File: src/rtl/disparity_error_statistics_defines.svh
// ----------------------------------------------------------------------------
// Disparity error statistics: assertion macros
// Shared checks, clocked on clk and held off while arst_n is low.
// ----------------------------------------------------------------------------
`ifndef DISPARITY_ERROR_STATISTICS_DEFINES_SVH
`define DISPARITY_ERROR_STATISTICS_DEFINES_SVH

`ifndef ASSERT_OFF
`define DSTAT_ASSERT_NEVER(lbl, expr) \
	lbl: assert property (@(posedge clk) disable iff (!arst_n) !(expr)) \
		else $error("check failed");
`define DSTAT_ASSERT_IMPL(lbl, ante, cons) \
	lbl: assert property (@(posedge clk) disable iff (!arst_n) (ante) |-> (cons)) \
		else $error("check failed");
`define DSTAT_ASSERT_NEXT(lbl, ante, cons) \
	lbl: assert property (@(posedge clk) disable iff (!arst_n) (ante) |=> (cons)) \
		else $error("check failed");
`else
`define DSTAT_ASSERT_NEVER(lbl, expr)
`define DSTAT_ASSERT_IMPL(lbl, ante, cons)
`define DSTAT_ASSERT_NEXT(lbl, ante, cons)
`endif

`endif

File: src/rtl/dstat_pkg.sv
// ----------------------------------------------------------------------------
// Disparity error statistics: package
// Shared constants, register indexes and controller types.
// ----------------------------------------------------------------------------
package dstat_pkg;

	localparam int DEF_MAX_PIXELS_LOG2 = 22;
	localparam int DEF_FRAC_BITS       = 4;

	localparam int CFG_IDX_W  = 3;
	localparam int CFG_DATA_W = 16;

	localparam logic [CFG_IDX_W-1:0] CFG_SCALE_LOG2    = 3'd0;
	localparam logic [CFG_IDX_W-1:0] CFG_MAX_DISP      = 3'd1;
	localparam logic [CFG_IDX_W-1:0] CFG_BAD_THRESHOLD = 3'd2;
	localparam logic [CFG_IDX_W-1:0] CFG_ROUND_ENABLE  = 3'd3;
	localparam logic [CFG_IDX_W-1:0] CFG_USE_MASK      = 3'd4;

	localparam int CNT_OUT_W = 23;
	localparam int ERR_OUT_W = 38;
	localparam int PCT_W     = 14;
	localparam int AVG_W     = 16;

	localparam logic [PCT_W-1:0] PCT_FULL = 14'd10000;
	localparam logic [AVG_W-1:0] AVG_MAX  = 16'hFFFF;
	localparam logic [7:0]       MASK_EVAL = 8'hFF;

	typedef enum logic [1:0] {
		ST_ACCUM,
		ST_START,
		ST_WAIT,
		ST_OUT
	} state_t;

	typedef enum logic [2:0] {
		OP_COV,
		OP_BAD,
		OP_INV,
		OP_TOT,
		OP_AVG
	} op_t;

	typedef struct packed {
		logic accept;
		logic div_start;
		logic store;
		op_t  op;
		logic out_load;
	} ctrl_cmd_t;

	typedef struct packed {
		logic last_seen;
		logic div_done;
		logic out_free;
	} ctrl_sts_t;

endpackage

File: src/rtl/disparity_error_statistics.sv
// ----------------------------------------------------------------------------
// Disparity error statistics: top level
// Per-frame bad-pixel statistics of an estimated disparity map.
// ----------------------------------------------------------------------------
//  channel  | direction | transfer when          | payload
//  ---------+-----------+------------------------+-------------------------------
//  in       | sink      | in_valid & !in_stall   | one truth pixel + estimate
//  out      | source    | out_valid & !out_stall | one frame summary
//  cfg      | sink      | cfg_we                 | register cfg_index <= cfg_data
//
//  Pixels are taken one per cycle. The pixel flagged last_pixel closes the
//  frame: input then stalls for five serial divisions in the shared divider
//  and for the hand-off of the summary to the output register.
//  The summary waits in the output register while the next frame streams in;
//  a second frame end stalls until the first summary is transferred.
//  Reset clears all totals and sets registers to their defaults.
//
`include "disparity_error_statistics_defines.svh"

module disparity_error_statistics import dstat_pkg::*; #(
	parameter int MAX_PIXELS_LOG2 = DEF_MAX_PIXELS_LOG2,
	parameter int FRAC_BITS       = DEF_FRAC_BITS
) (
	input  logic                  clk,
	input  logic                  arst_n,
	input  logic                  cfg_we,
	input  logic [CFG_IDX_W-1:0]  cfg_index,
	input  logic [CFG_DATA_W-1:0] cfg_data,
	input  logic                  in_valid,
	output logic                  in_stall,
	input  logic                  truth_known,
	input  logic [15:0]           truth_disp,
	input  logic                  est_valid,
	input  logic signed [15:0]    est_disp,
	input  logic [7:0]            mask_value,
	input  logic                  last_pixel,
	output logic                  out_valid,
	input  logic                  out_stall,
	output logic [CNT_OUT_W-1:0]  evaluated_count,
	output logic [CNT_OUT_W-1:0]  bad_count,
	output logic [CNT_OUT_W-1:0]  invalid_count,
	output logic [ERR_OUT_W-1:0]  error_sum,
	output logic [PCT_W-1:0]      coverage_pct,
	output logic [PCT_W-1:0]      bad_pct,
	output logic [PCT_W-1:0]      invalid_pct,
	output logic [PCT_W-1:0]      total_bad_pct,
	output logic [AVG_W-1:0]      avg_error,
	output logic                  divide_by_zero
);

	// numerator holds the error sum or a count times 10000
	localparam int NW = MAX_PIXELS_LOG2 + 16;
	localparam int CW = MAX_PIXELS_LOG2 + 1;

	ctrl_cmd_t     cmd;
	ctrl_sts_t     sts;
	logic [NW-1:0] div_num;
	logic [CW-1:0] div_den;
	logic [NW-1:0] div_quot;
	logic          div_done;
	logic          out_free;

	assign in_stall      = !cmd.accept;
	// frame end seen on an actual transfer
	assign sts.last_seen = in_valid && cmd.accept && last_pixel;
	assign sts.div_done  = div_done;
	assign sts.out_free  = out_free;

	dstat_ctrl u_ctrl (
		.clk    (clk),
		.arst_n (arst_n),
		.sts    (sts),
		.cmd    (cmd)
	);

	dstat_datapath #(
		.MAX_PIXELS_LOG2 (MAX_PIXELS_LOG2),
		.FRAC_BITS       (FRAC_BITS)
	) u_dp (
		.clk             (clk),
		.arst_n          (arst_n),
		.cfg_we          (cfg_we),
		.cfg_index       (cfg_index),
		.cfg_data        (cfg_data),
		.in_valid        (in_valid),
		.truth_known     (truth_known),
		.truth_disp      (truth_disp),
		.est_valid       (est_valid),
		.est_disp        (est_disp),
		.mask_value      (mask_value),
		.cmd             (cmd),
		.div_num         (div_num),
		.div_den         (div_den),
		.div_quot        (div_quot),
		.out_free        (out_free),
		.out_valid       (out_valid),
		.out_stall       (out_stall),
		.evaluated_count (evaluated_count),
		.bad_count       (bad_count),
		.invalid_count   (invalid_count),
		.error_sum       (error_sum),
		.coverage_pct    (coverage_pct),
		.bad_pct         (bad_pct),
		.invalid_pct     (invalid_pct),
		.total_bad_pct   (total_bad_pct),
		.avg_error       (avg_error),
		.divide_by_zero  (divide_by_zero)
	);

	// shared divider, one quotient bit per cycle
	dstat_div #(
		.NW   (NW),
		.DENW (CW)
	) u_div (
		.clk    (clk),
		.arst_n (arst_n),
		.start  (cmd.div_start),
		.num    (div_num),
		.den    (div_den),
		.quot   (div_quot),
		.done   (div_done)
	);

	// no pixel is taken straight after a frame end
	`DSTAT_ASSERT_NEXT(a_stall_after_last, sts.last_seen, in_stall)
	// a new summary only appears after the frame-end stall
	`DSTAT_ASSERT_IMPL(a_result_after_stall, $rose(out_valid), $past(in_stall))
	// percentages never exceed full scale
	`DSTAT_ASSERT_NEVER(a_pct_range, out_valid && (coverage_pct > PCT_FULL ||
		bad_pct > PCT_FULL || invalid_pct > PCT_FULL || total_bad_pct > PCT_FULL))

endmodule

File: src/rtl/dstat_div.sv
// ----------------------------------------------------------------------------
// Disparity error statistics: serial divider
// Restoring division, one quotient bit per cycle.
// ----------------------------------------------------------------------------
module dstat_div import dstat_pkg::*; #(
	parameter int NW = DEF_MAX_PIXELS_LOG2 + 16,
	parameter int DENW = DEF_MAX_PIXELS_LOG2 + 1
) (
	input  logic            clk,
	input  logic            arst_n,
	input  logic            start,
	input  logic [NW-1:0]   num,
	input  logic [DENW-1:0] den,
	output logic [NW-1:0]   quot,
	output logic            done
);

	localparam int CNTW = $clog2(NW + 1);

	logic [NW-1:0]   nq_q;
	logic [DENW-1:0] rem_q;
	logic [CNTW-1:0] cnt_q;
	logic            busy_q;
	logic            done_q;
	logic [DENW:0]   trial;
	logic            qbit;

	assign trial = {rem_q, nq_q[NW-1]};
	assign qbit  = (trial >= {1'b0, den});

	always_ff @(posedge clk or negedge arst_n) begin
		if (!arst_n) begin
			busy_q <= 1'b0;
			done_q <= 1'b0;
			cnt_q  <= '0;
		end else begin
			done_q <= 1'b0;
			if (start) begin
				busy_q <= 1'b1;
				cnt_q  <= CNTW'(NW);
			end else if (busy_q) begin
				cnt_q <= cnt_q - 1'b1;
				if (cnt_q == CNTW'(1)) begin
					busy_q <= 1'b0;
					done_q <= 1'b1;
				end
			end
		end
	end

	always_ff @(posedge clk) begin
		if (start) begin
			nq_q  <= num;
			rem_q <= '0;
		end else if (busy_q) begin
			nq_q <= {nq_q[NW-2:0], qbit};
			if (qbit) begin
				rem_q <= DENW'(trial - {1'b0, den});
			end else begin
				rem_q <= trial[DENW-1:0];
			end
		end
	end

	assign quot = nq_q;
	assign done = done_q;

endmodule

File: src/rtl/dstat_ctrl.sv
// ----------------------------------------------------------------------------
// Disparity error statistics: controller
// Sequences the per-frame divisions and the result hand-off.
// ----------------------------------------------------------------------------
module dstat_ctrl import dstat_pkg::*; (
	input  logic      clk,
	input  logic      arst_n,
	input  ctrl_sts_t sts,
	output ctrl_cmd_t cmd
);

	state_t state_q, state_n;
	op_t    op_q, op_n;

	always_ff @(posedge clk or negedge arst_n) begin
		if (!arst_n) begin
			state_q <= ST_ACCUM;
			op_q    <= OP_COV;
		end else begin
			state_q <= state_n;
			op_q    <= op_n;
		end
	end

	always_comb begin
		state_n       = state_q;
		op_n          = op_q;
		cmd.accept    = 1'b0;
		cmd.div_start = 1'b0;
		cmd.store     = 1'b0;
		cmd.op        = op_q;
		cmd.out_load  = 1'b0;
		unique case (state_q)
			ST_ACCUM: begin
				cmd.accept = 1'b1;
				if (sts.last_seen) begin
					op_n    = OP_COV;
					state_n = ST_START;
				end
			end
			ST_START: begin
				cmd.div_start = 1'b1;
				state_n       = ST_WAIT;
			end
			ST_WAIT: begin
				if (sts.div_done) begin
					cmd.store = 1'b1;
					unique case (op_q)
						OP_COV:  op_n = OP_BAD;
						OP_BAD:  op_n = OP_INV;
						OP_INV:  op_n = OP_TOT;
						OP_TOT:  op_n = OP_AVG;
						OP_AVG:  op_n = OP_COV;
						default: op_n = OP_COV;
					endcase
					state_n = (op_q == OP_AVG) ? ST_OUT : ST_START;
				end
			end
			ST_OUT: begin
				if (sts.out_free) begin
					cmd.out_load = 1'b1;
					state_n      = ST_ACCUM;
				end
			end
			default: state_n = ST_ACCUM;
		endcase
	end

endmodule

File: src/rtl/dstat_datapath.sv
// ----------------------------------------------------------------------------
// Disparity error statistics: datapath
// Config registers, per-pixel error path, frame totals, operands and results.
// ----------------------------------------------------------------------------
module dstat_datapath import dstat_pkg::*; #(
	parameter int MAX_PIXELS_LOG2 = DEF_MAX_PIXELS_LOG2,
	parameter int FRAC_BITS       = DEF_FRAC_BITS
) (
	input  logic                         clk,
	input  logic                         arst_n,
	input  logic                         cfg_we,
	input  logic [CFG_IDX_W-1:0]         cfg_index,
	input  logic [CFG_DATA_W-1:0]        cfg_data,
	input  logic                         in_valid,
	input  logic                         truth_known,
	input  logic [15:0]                  truth_disp,
	input  logic                         est_valid,
	input  logic signed [15:0]           est_disp,
	input  logic [7:0]                   mask_value,
	input  ctrl_cmd_t                    cmd,
	output logic [MAX_PIXELS_LOG2+15:0]  div_num,
	output logic [MAX_PIXELS_LOG2:0]     div_den,
	input  logic [MAX_PIXELS_LOG2+15:0]  div_quot,
	output logic                         out_free,
	output logic                         out_valid,
	input  logic                         out_stall,
	output logic [CNT_OUT_W-1:0]         evaluated_count,
	output logic [CNT_OUT_W-1:0]         bad_count,
	output logic [CNT_OUT_W-1:0]         invalid_count,
	output logic [ERR_OUT_W-1:0]         error_sum,
	output logic [PCT_W-1:0]             coverage_pct,
	output logic [PCT_W-1:0]             bad_pct,
	output logic [PCT_W-1:0]             invalid_pct,
	output logic [PCT_W-1:0]             total_bad_pct,
	output logic [AVG_W-1:0]             avg_error,
	output logic                         divide_by_zero
);

	localparam int CW   = MAX_PIXELS_LOG2 + 1;
	localparam int EW   = MAX_PIXELS_LOG2 + 16;
	localparam int NW   = EW;
	localparam int DW   = (12 + FRAC_BITS > 17) ? 12 + FRAC_BITS : 17;
	localparam int RW   = DW + 1;
	localparam int HALF = (1 << FRAC_BITS) >> 1;
	localparam logic [CW-1:0] CNT_MAX = {CW{1'b1}};
	localparam logic [EW-1:0] ERR_MAX = {EW{1'b1}};
	localparam logic [RW-1:0] FRAC_MASK = RW'((1 << FRAC_BITS) - 1);

	// configuration
	logic [1:0]  scale_q;
	logic [9:0]  max_disp_q;
	logic [15:0] thr_q;
	logic        round_q;
	logic        use_mask_q;

	always_ff @(posedge clk or negedge arst_n) begin
		if (!arst_n) begin
			scale_q    <= 2'd0;
			max_disp_q <= 10'd1023;
			thr_q      <= 16'd16;
			round_q    <= 1'b0;
			use_mask_q <= 1'b0;
		end else if (cfg_we) begin
			case (cfg_index)
				CFG_SCALE_LOG2:    scale_q    <= cfg_data[1:0];
				CFG_MAX_DISP:      max_disp_q <= cfg_data[9:0];
				CFG_BAD_THRESHOLD: thr_q      <= cfg_data;
				CFG_ROUND_ENABLE:  round_q    <= cfg_data[0];
				CFG_USE_MASK:      use_mask_q <= cfg_data[0];
				default: ;
			endcase
		end
	end

	// per-pixel error
	logic [1:0]         shift;
	logic signed [17:0] scaled;
	logic [DW-1:0]      maxd;
	logic [DW-1:0]      clip;
	logic [RW-1:0]      rsum;
	logic [RW-1:0]      dest;
	logic [RW-1:0]      truth_x;
	logic [RW-1:0]      err;
	logic               evaluate;
	logic               is_bad;
	logic               fire;

	assign shift   = (scale_q == 2'd3) ? 2'd2 : scale_q;
	assign scaled  = $signed({{2{est_disp[15]}}, est_disp}) <<< shift;
	assign maxd    = (DW'(max_disp_q) << shift) << FRAC_BITS;

	always_comb begin
		if (scaled[17]) begin
			clip = '0;
		end else if (DW'(scaled[16:0]) > maxd) begin
			clip = maxd;
		end else begin
			clip = DW'(scaled[16:0]);
		end
	end

	assign rsum    = RW'(clip) + RW'(HALF);
	assign dest    = round_q ? (rsum & ~FRAC_MASK) : RW'(clip);
	assign truth_x = RW'(truth_disp);
	assign err     = (dest > truth_x) ? dest - truth_x : truth_x - dest;
	assign is_bad  = err > RW'(thr_q);
	assign evaluate = truth_known && (!use_mask_q || mask_value == MASK_EVAL);
	assign fire    = in_valid && cmd.accept;

	// frame totals
	logic [CW-1:0] pix_q, eval_q, bad_q, inv_q;
	logic [EW-1:0] err_q;
	logic [EW:0]   err_add;

	assign err_add = {1'b0, err_q} + (EW + 1)'(err);

	always_ff @(posedge clk or negedge arst_n) begin
		if (!arst_n) begin
			pix_q  <= '0;
			eval_q <= '0;
			bad_q  <= '0;
			inv_q  <= '0;
			err_q  <= '0;
		end else if (cmd.out_load) begin
			pix_q  <= '0;
			eval_q <= '0;
			bad_q  <= '0;
			inv_q  <= '0;
			err_q  <= '0;
		end else if (fire) begin
			pix_q <= (pix_q == CNT_MAX) ? pix_q : pix_q + 1'b1;
			if (evaluate) begin
				eval_q <= (eval_q == CNT_MAX) ? eval_q : eval_q + 1'b1;
				if (est_valid) begin
					err_q <= err_add[EW] ? ERR_MAX : err_add[EW-1:0];
					if (is_bad) begin
						bad_q <= (bad_q == CNT_MAX) ? bad_q : bad_q + 1'b1;
					end
				end else begin
					inv_q <= (inv_q == CNT_MAX) ? inv_q : inv_q + 1'b1;
				end
			end
		end
	end

	// operand selection; one constant multiply, registered in the divider
	logic [CW-1:0] valid_n;
	logic [CW:0]   pct_src;
	logic [NW-1:0] pct_num;

	assign valid_n = (eval_q > inv_q) ? eval_q - inv_q : '0;

	always_comb begin
		unique case (cmd.op)
			OP_COV: begin
				pct_src = {1'b0, eval_q};
				div_den = pix_q;
			end
			OP_BAD: begin
				pct_src = {1'b0, bad_q};
				div_den = eval_q;
			end
			OP_INV: begin
				pct_src = {1'b0, inv_q};
				div_den = eval_q;
			end
			OP_TOT: begin
				pct_src = {1'b0, bad_q} + {1'b0, inv_q};
				div_den = eval_q;
			end
			OP_AVG: begin
				pct_src = '0;
				div_den = valid_n;
			end
			default: begin
				pct_src = '0;
				div_den = valid_n;
			end
		endcase
	end

	assign pct_num = NW'(pct_src) * NW'(PCT_FULL);
	assign div_num = (cmd.op == OP_AVG) ? err_q : pct_num;

	// result capture
	logic [PCT_W-1:0] pct_cap;
	logic [AVG_W-1:0] avg_cap;
	logic             den_zero;
	logic [PCT_W-1:0] cov_q, bp_q, ip_q, tp_q;
	logic [AVG_W-1:0] avg_q;
	logic             dz_q;

	assign den_zero = (div_den == '0);
	assign pct_cap  = (div_quot > NW'(PCT_FULL)) ? PCT_FULL : div_quot[PCT_W-1:0];
	assign avg_cap  = (div_quot > NW'(AVG_MAX)) ? AVG_MAX : div_quot[AVG_W-1:0];

	always_ff @(posedge clk or negedge arst_n) begin
		if (!arst_n) begin
			dz_q <= 1'b0;
		end else if (cmd.out_load) begin
			dz_q <= 1'b0;
		end else if (cmd.store && den_zero) begin
			dz_q <= 1'b1;
		end
	end

	always_ff @(posedge clk) begin
		if (cmd.store) begin
			unique case (cmd.op)
				OP_COV:  cov_q <= den_zero ? '0 : pct_cap;
				OP_BAD:  bp_q  <= den_zero ? '0 : pct_cap;
				OP_INV:  ip_q  <= den_zero ? '0 : pct_cap;
				OP_TOT:  tp_q  <= den_zero ? '0 : pct_cap;
				OP_AVG:  avg_q <= den_zero ? '0 : avg_cap;
				default: ;
			endcase
		end
	end

	// output register
	logic out_valid_q;

	assign out_free = !out_valid_q || !out_stall;

	always_ff @(posedge clk or negedge arst_n) begin
		if (!arst_n) begin
			out_valid_q <= 1'b0;
		end else if (cmd.out_load) begin
			out_valid_q <= 1'b1;
		end else if (!out_stall) begin
			out_valid_q <= 1'b0;
		end
	end

	always_ff @(posedge clk) begin
		if (cmd.out_load) begin
			evaluated_count <= CNT_OUT_W'(eval_q);
			bad_count       <= CNT_OUT_W'(bad_q);
			invalid_count   <= CNT_OUT_W'(inv_q);
			error_sum       <= ERR_OUT_W'(err_q);
			coverage_pct    <= cov_q;
			bad_pct         <= bp_q;
			invalid_pct     <= ip_q;
			total_bad_pct   <= tp_q;
			avg_error       <= avg_q;
			divide_by_zero  <= dz_q;
		end
	end

	assign out_valid = out_valid_q;

endmodule

File: config.mk
export PLATFORM = sky130hd
export DESIGN_NAME = disparity_error_statistics
export DESIGN_NICKNAME = d
export VERILOG_FILES = /design/src/rtl/dstat_pkg.sv /design/src/rtl/disparity_error_statistics.sv /design/src/rtl/dstat_div.sv /design/src/rtl/dstat_ctrl.sv /design/src/rtl/dstat_datapath.sv
export VERILOG_INCLUDE_DIRS = /design/src /design/src/rtl
export SDC_FILE = /design/constraint.sdc
export NUM_CORES = 1
export LEC_CHECK = 0
export BUFFER_PORTS_ARGS = -buffer_cell sky130_fd_sc_hd__buf_2
export CAP_MARGIN = 20
export CELL_PAD_IN_SITES_DETAIL_PLACEMENT = 1
export CELL_PAD_IN_SITES_GLOBAL_PLACEMENT = 1
export CORE_MARGIN = 1
export CORE_UTILIZATION = 38
export CTS_BUF_LIST = sky130_fd_sc_hd__clkbuf_4 sky130_fd_sc_hd__clkbuf_8
export CTS_CLUSTER_DIAMETER = 50
export DETAILED_ROUTE_END_ITERATION = 7
export MAX_ROUTING_LAYER = met4
export PLACE_DENSITY = 0.77
export SLEW_MARGIN = 25
export SYNTH_ARGS = -nofsm -noshare
export SYNTH_HDL_FRONTEND = slang
export SYNTH_SLANG_ARGS = --single-unit
File: constraint.sdc
create_clock -name clk -period 12.5 [get_ports clk]
set_clock_uncertainty 0.05 [all_clocks]
set_input_delay 1.25 -clock clk [delete_from_list [all_inputs] [get_ports clk]]
set_output_delay 1.25 -clock clk [all_outputs]
set_load 0.01 [all_outputs]
======== Yosys cells after proc, flatten, opt, wreduce, memory -nomap -nowiden ========
Index checks and enable logic that the tools add are counted.
operators by class
  $add $sub $neg .......................... 12
  multipliers ............................. 1
  div/mod/pow operators ................... 0
  $lt $le $gt $ge ......................... 7
  equal/unequal tests ..................... 27
  shifts and indexed selects .............. 2
  mux-type cells .......................... 65
  bitwise logic cells ..................... 0
  reductions and logical operators ........ 39
operator list
  kind                                                             count
  2-to-1 mux 23 bit                                                20
  2-to-1 mux 38 bit                                                8
  case mux 24 bit (4 select lines)                                 1
  adder 23 x 1 -> 23 bit, second input constant                    4
  equality test 23 bit, second input constant                      4
  case mux 23 bit (2 select lines)                                 1
  subtractor 23 bit                                                2
  adder 38 x 18 -> 39 bit                                          1
  greater-than comparator 38 x 14 -> 1 bit, second input constant  1
  greater-than comparator 38 x 16 -> 1 bit, second input constant  1
  greater-than comparator 18 x 16 -> 1 bit                         2
  2-to-1 mux 18 bit                                                2
  multiplier 24 x 10 -> 34 bit, second input constant              1
  2-to-1 mux 17 bit                                                2
  2-to-1 mux 14 bit                                                2
  adder 23 x 23 -> 24 bit                                          1
  >= comparator 24 x 23 -> 1 bit                                   1
  greater-than comparator 23 bit                                   1
  logical NOT 23 bit                                               1
  AND reduction 2 bit                                              11
  adder 17 x 4 -> 18 bit, second input constant                    1
  <<< shifter 16 x 2 -> 18 bit                                     1
  subtractor 16 x 18 -> 18 bit                                     1
  subtractor 18 x 16 -> 18 bit                                     1
  other kinds (30)                                                 82
storage, ports and cells
  register bits after elaboration ......... 488
  latch bits .............................. 0
  bits in writable memories ............... 0
  bits in read-only memories .............. 0
  output and inout bits ................... 182
  word-level logic and storage cells ...... 187
  memories ................................ 0

======== Logic depth before layout (Yosys ltp) ========
Gate-level depths: netlist of run 1.
  word-level depth ........................ 16
  mapped depth ............................ 51

======== Modules after synthesis ========
Synthesis of run 1 repeated with hierarchy kept, for this count alone.
second synthesis, totals
  cells, all modules ...................... 3127
  area, all modules ....................... 31900.6 um2
modules (own cells, without submodules)
  module                      instances  cells an instance  area an instance (um2)  sequential area each (um2)
  dstat_datapath              1          2685               27355.0                 11634.9
  dstat_div                   1          413                4255.3                  1801.7
  dstat_ctrl                  1          27                 280.3                   125.1
  disparity_error_statistics  1          2                  10.0                    0.0

======== Worst setup path before layout of run 1 ========
No wires, ideal clock.
  kind .................................... input port to flip-flop
  start ................................... in est_disp[15]
  end ..................................... reg u_dp.err_q[25]
  library setup time ...................... 0.378 ns
  arrival ................................. 9.677 ns
  slack ................................... 2.395 ns
  cell stages on the path ................. 45
  buffers on the path ..................... 6
  cells stage by stage .................... clkbuf_1 -> clkbuf_1 -> mux2i_1 -> o21ai_0 -> ha_1 -> nand4_2 -> nor3_4 -> o221ai_2 -> a21oi_2 -> clkbuf_1 -> a21oi_1 -> nor2_1 -> ha_1 -> nand2_1 -> inv_1 -> nand2_1 -> o211ai_1 -> o31ai_1 -> (+9 left out) -> nor3b_2 -> buf_4 -> buf_4 -> mux2i_1 -> xnor2_1 -> ha_1 -> nor2b_1 -> o21a_1 -> o21a_1 -> o211ai_1 -> nand4_1 -> a41o_1 -> a31o_2 -> nand2b_1 -> clkbuf_1 -> nand3_1 -> o22ai_1 -> nor2_1
between the ends
  word-level cells in the longest chain between the ends .. 14
  elaborated cells on any way between the ends .. 16
RTL lines
  what                                                  line                              RTL
  start, declared                                       disparity_error_statistics.sv:34  input logic signed [15:0] est_disp,
  <<< shifter 16 x 2 -> 18 bit (*)                      dstat_datapath.sv:89              assign scaled = $signed({{2{est_disp[15]}}, est_disp}) <<< shift;
  greater-than comparator 17 bit                        dstat_datapath.sv:95              end else if (DW'(scaled[16:0]) > maxd) begin
  2-to-1 mux 17 bit                                     dstat_datapath.sv:95
  2-to-1 mux 17 bit (*)                                 dstat_datapath.sv:93              if (scaled[17]) begin
  adder 17 x 4 -> 18 bit                                dstat_datapath.sv:102             assign rsum = RW'(clip) + RW'(HALF);
  2-to-1 mux 18 bit (*)                                 dstat_datapath.sv:103             assign dest = round_q ? (rsum & ~FRAC_MASK) : RW'(clip);
  subtractor 16 x 18 -> 18 bit (tied with other cells)  dstat_datapath.sv:105             assign err = (dest > truth_x) ? dest - truth_x : truth_x - dest;
  2-to-1 mux 18 bit (*)                                 dstat_datapath.sv:105
  adder 38 x 18 -> 39 bit (*)                           dstat_datapath.sv:115             assign err_add = {1'b0, err_q} + (EW + 1)'(err);
  2-to-1 mux 38 bit (*)                                 dstat_datapath.sv:135             err_q <= err_add[EW] ? ERR_MAX : err_add[EW-1:0];
  2-to-1 mux 38 bit (*)                                 dstat_datapath.sv:134             if (est_valid) begin
  2-to-1 mux 38 bit (*)                                 dstat_datapath.sv:132             if (evaluate) begin
  2-to-1 mux 38 bit (*)                                 dstat_datapath.sv:130             end else if (fire) begin
  2-to-1 mux 38 bit (*)                                 dstat_datapath.sv:124             end else if (cmd.out_load) begin
  end signal, assigned                                  dstat_datapath.sv:135
  end, declared                                         dstat_datapath.sv:112             logic [EW-1:0] err_q;
Mark *: on every way between the ends. The rest lies on a longest branch, timed or not. The select of a mux whose other input is x is not followed.
A chain may end at the register's enable or synchronous reset.

======== Final worst setup path of run 1 ========
  start ................................... reg u_dp.scale_q[0]
  end ..................................... reg u_dp.err_q[21]
between the ends
  word-level cells in the longest chain between the ends .. 16
  elaborated cells on any way between the ends .. 19
RTL lines
  what                                                                         line                                        RTL
  start, declared                                                              dstat_datapath.sv:50                        logic [1:0] scale_q;
  start signal, assigned                                                       dstat_datapath.sv:65                        CFG_SCALE_LOG2: scale_q <= cfg_data[1:0];
  equality test 2 bit                                                          dstat_datapath.sv:88                        assign shift = (scale_q == 2'd3) ? 2'd2 : scale_q;
  2-to-1 mux 2 bit (*)                                                         dstat_datapath.sv:88
  <<< shifter 16 x 2 -> 18 bit or left shift 10 x 2 -> 13 bit (tied branches)  dstat_datapath.sv:89, dstat_datapath.sv:90
  greater-than comparator 17 bit                                               dstat_datapath.sv:95
  2-to-1 mux 17 bit                                                            dstat_datapath.sv:95
  2-to-1 mux 17 bit (*)                                                        dstat_datapath.sv:93
  adder 17 x 4 -> 18 bit                                                       dstat_datapath.sv:102
  2-to-1 mux 18 bit (*)                                                        dstat_datapath.sv:103
  subtractor 16 x 18 -> 18 bit (tied with other cells)                         dstat_datapath.sv:105
  2-to-1 mux 18 bit (*)                                                        dstat_datapath.sv:105
  adder 38 x 18 -> 39 bit (*)                                                  dstat_datapath.sv:115
  2-to-1 mux 38 bit (*)                                                        dstat_datapath.sv:135
  2-to-1 mux 38 bit (*)                                                        dstat_datapath.sv:134
  2-to-1 mux 38 bit (*)                                                        dstat_datapath.sv:132
  2-to-1 mux 38 bit (*)                                                        dstat_datapath.sv:130
  2-to-1 mux 38 bit (*)                                                        dstat_datapath.sv:124
Marks and branches as above.

==> results of run 1 <==
layout make-up:
type                    instances  area (um2)
fillers                      9359       46120
multi-input cells            2340       16960
flip-flops and latches        488       13560
clock buffers                 127        1567
repair buffers                285        1528
well taps                    1070        1339
inverters                     265        1002
clock inverters                46       550.5
diodes                          1       2.502
cells by family after synthesis:
group / synth area share [%]
AO/OA/AOI/OAI: 15.53
other: 0.01174
adder cells (fa/ha/maj): 13.82
buffers and inverters: 4.691
XOR/XNOR: 4.605
AND/OR/NAND/NOR: 14.47
flip-flops: 42.44
multiplexers: 4.429
metrics by stage:
step                hold slack [ns]  utilization [%]
floorplan                    0.3503                -
global placement             0.3512            41.60
detailed placement           0.3552            41.60
CTS                          0.3622            44.16
global route                 0.3718            44.19
finish                       0.3622            44.19
flip-flops by register name, indices dropped and copies added, names as in the netlist, 23 cells and up:
name,count
u_dp.invalid_count,23
u_dp.err_q,38
u_div.quot,38
u_dp.bad_count,23
u_dp.evaluated_count,23
u_dp.inv_q,23
u_dp.bad_q,23
u_dp.error_sum,38
u_dp.pix_q,23
u_div.rem_q,23
u_dp.eval_q,23
Yosys cell counts, types with 16 or more instances:
| cell type | number |
|---|---|
| o31ai_1 | 17 |
| nand2_1 | 235 |
| nor2b_1 | 27 |
| and3_1 | 54 |
| o21ai_0 | 159 |
| dfxtp_1 | 23 |
| xnor2_1 | 107 |
| nor2_1 | 274 |
| nand3_1 | 89 |
| nor3_1 | 55 |
| xor2_1 | 61 |
| or3_1 | 27 |
| nor4_1 | 23 |
| a31oi_1 | 45 |
| dfrtp_1 | 164 |
| fa_1 | 65 |
| ha_1 | 249 |
| nand4_1 | 45 |
| a21oi_1 | 263 |
| a211oi_1 | 46 |
| o21a_1 | 47 |
| nand2b_1 | 36 |
| and2_1 | 33 |
| inv_1 | 265 |
| mux2_2 | 25 |
| edfxtp_1 | 290 |
| a21o_1 | 56 |
| clkbuf_1 | 92 |
| mux2i_1 | 77 |
| o21bai_1 | 17 |
| buf_1 | 16 |
layer usage:
layer  GRT usage (%)  wire length (um)  vias up
met3           3.052              4531      155
met1           29.34             43040    13030
li1                -                 -    12170
met4           7.022              2489        0
met2           39.67             48140      647
met5               -                 0        -
worst paths after layout:
| path | start | endpoint | depth (start not counted) | slack [ns] |
|---|---|---|---|---|
| worst max-delay path | u_dp.scale_q[0] | u_dp.err_q[21] | 42 | 1.60 |
| worst min-delay path | u_dp.cov_q[8] | u_dp.coverage_pct[8] | 0 | 0.36 |
| worst min register to register | u_dp.cov_q[8] | u_dp.coverage_pct[8] | 0 | 0.36 |
| max in group asynchronous | arst_n | u_dp.bad_q[12] | 2 | 10.61 |
| worst max register to register | u_dp.scale_q[0] | u_dp.err_q[21] | 42 | 1.60 |
| min in group asynchronous | arst_n | u_dp.inv_q[7] | 1 | 0.47 |
power by group:
group          internal (mW)  total, mW  switching [mW]  leakage [nW]
clock                   1.00       1.77           0.763          1.10
combinational          0.342      0.900           0.557          9.98
sequential              1.72       1.74          0.0237          4.74
==> metrics.md, run 1 <==
| Metric | Value |
|---|---|
| Status | `complete, no violations` |
| # setup viols final | `0` |
| Max-slew violations | `0` |
| CTS buffer count | `92` |
| Mapped cell area | `31,950 um2` |
| CP required | `13.03 ns` |
| Vias in the first global route | `26,620` |
| Mean Syn Cell Area | `9.945 um2` |
| Layout cell share with drive strength beyond 1 | `15.80%` |
| Slowest stage delay, CP | `0.74 ns` |
| Cell Count, Final, Fillers Out | `4,622` |
| Final Net Count | `3,853` |
| Post-route cell area | `36,510 um2` |
| Placed cells | `4,448` |
| Seq/Total Area, Yosys | `42.44%` |
| Hold Fails Final Rpt | `0` |
| Commonest non-fill, non-tap cells in the layout | `290 x edfxtp_1, 272 x nor2_1, 264 x inv_1` |
| Final Total Pwr | `4.411 mW` |
| Crit Path Max Fanout | `21` |
| Post-cts hold buffer count | `0` |
| Endpoint class of the critical path | `register` |
| Clock H-tree levels | `3` |
| Pre-CTS setup slack | `1.205 ns` |
| Cell Rows | `105` |
| CTS Root Cell | `clkbuf_8` |
| Yosys warns | `0` |
| Post-Place Cell Area | `34,380 um2` |
| Initial antenna violation count | `2` |
| DR pass1 iterations | `7` |
| Clk sink count | `488` |
| Via/cell ratio | `5.626` |
| Initial DRC count | `1,793` |
| Global-route wire length before repair | `152.6 mm` |
| Layout area overhead | `14.27%` |
| CTS tree | `yes` |
| Mapped Nets | `3,594` |
| Residual DRC | `0` |
| Synthesized instance count | `3,213` |
| VDD IR max | `0.06400 mV` |
| Critical path arrival | `11.43 ns` |
| Routed length per placed instance | `21.24 um` |
| GP Congestion | `0.9146` |
| Delay-heaviest family, CP | `compound AO/OA/AOI/OAI gates` |
| Die ar. | `85,250 um2` |
| PwrDens | `120.8 nW/um2` |
| Post-synth EDFFs | `290` |
| Die Span X | `292.0 um` |
| Dominant cell type by area after synthesis | `edfxtp_1` |
| MaxCap Viol Count | `0` |
| Post-DRT Antenna Nets | `0` |
| Clock transition at path regs | `0.06 ns` |
| Port bufs | `248` |
| Worst skew pair latency | `0.74 ns` |
| Initial Util | `38.67%` |
| Core box area | `82,640 um2` |
| GRT overflow | `0` |
| Final WL | `98.19 mm` |
| Async SR Flop Fraction | `35.86%` |
| Minimum clock period | `10.90 ns` |
| Commonest register cell after synthesis | `edfxtp_1` |
| Slowest-stage cell, CP | `dfrtp_1` |
| GRT Total Usage | `23.51%` |
| Top cells by area, synth | `edfxtp_1 27%, dfrtp_1 13%, ha_1 9.8%` |
| Largest net degree at the start of global routing | `74` |
| Post-CTS setup buffer count | `0` |
| Height of the chip | `292.0 um` |
| Most frequent cell on the critical path | `ha_1` |
| HPWL Detailed | `73.45 mm` |
| WP buf/inv | `4` |
| RSZ-0062 raised after global routing | `false` |
| FF+latch count, synth | `488` |
| Crit start category | `register` |
| Fin worst setup slack | `1.603 ns` |
| Period utilization | `87.17%` |
| Synth cell types | `90` |
| Post_cts resized | `0` |
| Measured slew at the worst slew-check pin | `1.090 ns` |
| Leakage | `15.82 nW` |
| Fmax | `0.09177 GHz` |
| Share of the synthesized area in the top cell type | `27.25%` |
| Fin Setup TNS | `0 ns` |
| Deepest clock path buffer count | `3` |
| Vias | `26,010` |
| Max_slew headroom | `27.05%` |
| # IOs | `249` |
| Most common library cell in the layout ignoring fill and taps | `edfxtp_1` |
| Crit Path Class | `reg -> reg` |
| Hold WC Path Type | `reg -> reg` |
Power figures use the tool's default switching activity.
==> inputs of run 2 (changes only) <==
CELL_PAD_IN_SITES_DETAIL_PLACEMENT = 2   (was 1)
CELL_PAD_IN_SITES_GLOBAL_PLACEMENT = 2   (was 1)
PLACE_DENSITY = 0.89   (was 0.77)
==> metrics.md, run 2 (synthesis gave the netlist of run 1 again) <==
| Metric | Value |
|---|---|
| CTS buffer count | `92 (unchanged)` |
| RR Startpoint | `u_dp.scale_q[0] (unchanged)` |
| Max_slew headroom | `25.02% (was 27.05%)` |
| Pre-CTS setup slack | `0.9663 ns (was 1.205 ns)` |
| Die ar. | `85,250 um2 (unchanged)` |
| Worst skew pair latency | `0.77 ns (was 0.74 ns)` |
| Minimum clock period | `11.51 ns (was 10.90 ns)` |
| Clock H-tree levels | `3 (unchanged)` |
| Fillers | `8,659 (was 9,359)` |
| CP required | `13.05 ns (was 13.03 ns)` |
| Post_cts resized | `0 (unchanged)` |
| DR pass1 iterations | `5 (was 7)` |
| GRT overflow | `0 (unchanged)` |
| Fin Setup TNS | `0 ns (unchanged)` |
| CTS tree | `yes (unchanged)` |
| Post-cts hold buffer count | `0 (unchanged)` |
| VDD IR max | `0.06197 mV (was 0.06400 mV)` |
| Slowest stage delay, CP | `0.80 ns (was 0.74 ns)` |
| Cell Rows | `105 (unchanged)` |
| Crit Path Class | `reg -> reg (unchanged)` |
| Crit Path Max Fanout | `21 (unchanged)` |
| Port bufs | `248 (unchanged)` |
| Clock transition at path regs | `0.07 ns (was 0.06 ns)` |
| Layout area overhead | `14.03% (was 14.27%)` |
| Largest net degree at the start of global routing | `124 (was 74)` |
| Reg2Reg Depth | `42 (unchanged)` |
| Initial Util | `38.67% (unchanged)` |
| Residual DRC | `0 (unchanged)` |
| RSZ-0062 raised after global routing | `false (unchanged)` |
| Final WL | `131.4 mm (was 98.19 mm)` |
| Endpoint class of the critical path | `register (unchanged)` |
| Initial DRC count | `2,218 (was 1,793)` |
| Slowest-stage cell, CP | `dfrtp_1 (unchanged)` |
| Vias | `28,360 (was 26,010)` |
| Initial antenna violation count | `7 (was 2)` |
| Leakage | `15.76 nW (was 15.82 nW)` |
| Max-slew violations | `0 (unchanged)` |
| Die Span X | `292.0 um (unchanged)` |
| # setup viols final | `0 (unchanged)` |
| Fin worst setup slack | `0.9864 ns (was 1.603 ns)` |
| Post-CTS setup buffer count | `0 (unchanged)` |
| Height of the chip | `292.0 um (unchanged)` |
| GRT Total Usage | `31.48% (was 23.51%)` |
| MaxCap Viol Count | `0 (unchanged)` |
| Post-DRT Antenna Nets | `0 (unchanged)` |
| Via/cell ratio | `6.126 (was 5.626)` |
| Area of the multi-input gates | `16,970 um2 (was 16,960 um2)` |
| Global-route wire length before repair | `199.5 mm (was 152.6 mm)` |
| Clk sink count | `488 (unchanged)` |
| Setup crit start | `u_dp.scale_q[0] (unchanged)` |
| Crit start category | `register (unchanged)` |
| Routed length per placed instance | `28.40 um (was 21.24 um)` |
| R2R Setup Slk | `0.99 ns (was 1.60 ns)` |
| Core box area | `82,640 um2 (unchanged)` |
| Hold Fails Final Rpt | `0 (unchanged)` |
| CTS Root Cell | `clkbuf_8 (unchanged)` |
| Commonest non-fill, non-tap cells in the layout | `290 x edfxtp_1, 271 x nor2_1, 264 x inv_1 (was 290 x edfxtp_1, 272 x nor2_1, 264 x inv_1)` |
| Hold WC Path Type | `reg -> reg (unchanged)` |
| FF-to-FF End | `u_dp.err_q[21] (unchanged)` |
| PwrDens | `122.6 nW/um2 (was 120.8 nW/um2)` |
| Status | `complete, no violations (unchanged)` |
| Most frequent cell on the critical path | `ha_1 (unchanged)` |
| HPWL Detailed | `88.92 mm (was 73.45 mm)` |
| # IOs | `249 (unchanged)` |
| Period utilization | `92.11% (was 87.17%)` |
| Vias in the first global route | `31,450 (was 26,620)` |
| Critical path endpoint | `u_dp.err_q[21] (unchanged)` |
| Measured slew at the worst slew-check pin | `1.110 ns (was 1.090 ns)` |
| Critical path arrival | `12.07 ns (was 11.43 ns)` |
| Final Net Count | `3,855 (was 3,853)` |
| Layout cell share with drive strength beyond 1 | `15.80% (unchanged)` |
| Most common library cell in the layout ignoring fill and taps | `edfxtp_1 (unchanged)` |
| Deepest clock path buffer count | `3 (unchanged)` |
| Sequential cell area | `13,560 um2 (unchanged)` |
| Fmax | `0.08685 GHz (was 0.09177 GHz)` |
| GP Congestion | `0.9067 (was 0.9146)` |
==> run 2: report_power, final <==
group / switching, mW / leakage (nW) / total [mW] / internal, mW
Sequential: 0.0235 / 4.74 / 1.74 / 1.72
Clock: 0.815 / 1.03 / 1.72 / 0.903
Combinational: 0.648 / 9.99 / 1.01 / 0.358
Total: 1.49 / 15.8 / 4.47 / 2.98
==> run 2: final cells by class <==
cell class / instances / area share, %
clock inverters: 41 / 1.006
repair buffers: 287 / 4.265
flip-flops and latches: 488 / 37.23
clock buffers: 130 / 4.447
well taps: 1070 / 3.674
diodes: 8 / 0.05494
multi-input cells: 2340 / 46.57
inverters: 265 / 2.751
==> run 2: worst max-delay path, delay by kind of cell (launching register included) <==
| family | cells | cell delay, ns |
|---|---|---|
| AO/OA/AOI/OAI | 20 | 5.32 |
| XOR/XNOR | 1 | 0.21 |
| buffers and inverters | 4 | 1.16 |
| multiplexers | 2 | 0.56 |
| flip-flops | 1 | 0.80 |
| AND/OR/NAND/NOR | 11 | 2.07 |
| adder cells (fa/ha/maj) | 4 | 1.14 |
==> run 2: worst min-delay path by stage <==
stage | from | slack (ns) | to | depth (start not counted)
2_1_floorplan | u_dp.avg_q[0] | 0.35 | u_dp.avg_error[0] | 0
3_3_place_gp | u_dp.bp_q[3] | 0.35 | u_dp.bad_pct[3] | 0
3_5_place_dp | u_dp.ip_q[3] | 0.36 | u_dp.invalid_pct[3] | 0
4_1_cts | u_dp.bp_q[8] | 0.35 | u_dp.bad_pct[8] | 0
5_1_grt | u_dp.bp_q[8] | 0.37 | u_dp.bad_pct[8] | 0
6_report | u_dp.bp_q[8] | 0.36 | u_dp.bad_pct[8] | 0
==> run 2: per-stage QoR <==
| step | power, mW | utilization (%) | hold WS, ns | instance area, um2 | cells |
|---|---|---|---|---|---|
| after floorplan | 2.427 | - | 0.3503 | 31950 | 3213 |
| after global placement | 2.652 | 41.60 | 0.3508 | 34380 | 4448 |
| after detailed placement | 2.714 | 41.64 | 0.3579 | 34410 | 4450 |
| after CTS | 4.482 | 44.04 | 0.3494 | 36390 | 4621 |
| after global routing | 4.630 | 44.09 | 0.3689 | 36430 | 4628 |
| final | 4.467 | 44.09 | 0.3601 | 36440 | 4629 |
==> run 2: per-layer routing <==
layer | routed length (um) | global-route usage, % | vias to the layer above
met5 | 0 | - | -
met4 | 7715 | 16.92 | 0
met3 | 8102 | 5.594 | 521
met2 | 65520 | 53.16 | 1268
met1 | 50100 | 35.41 | 14440
li1 | - | - | 12130
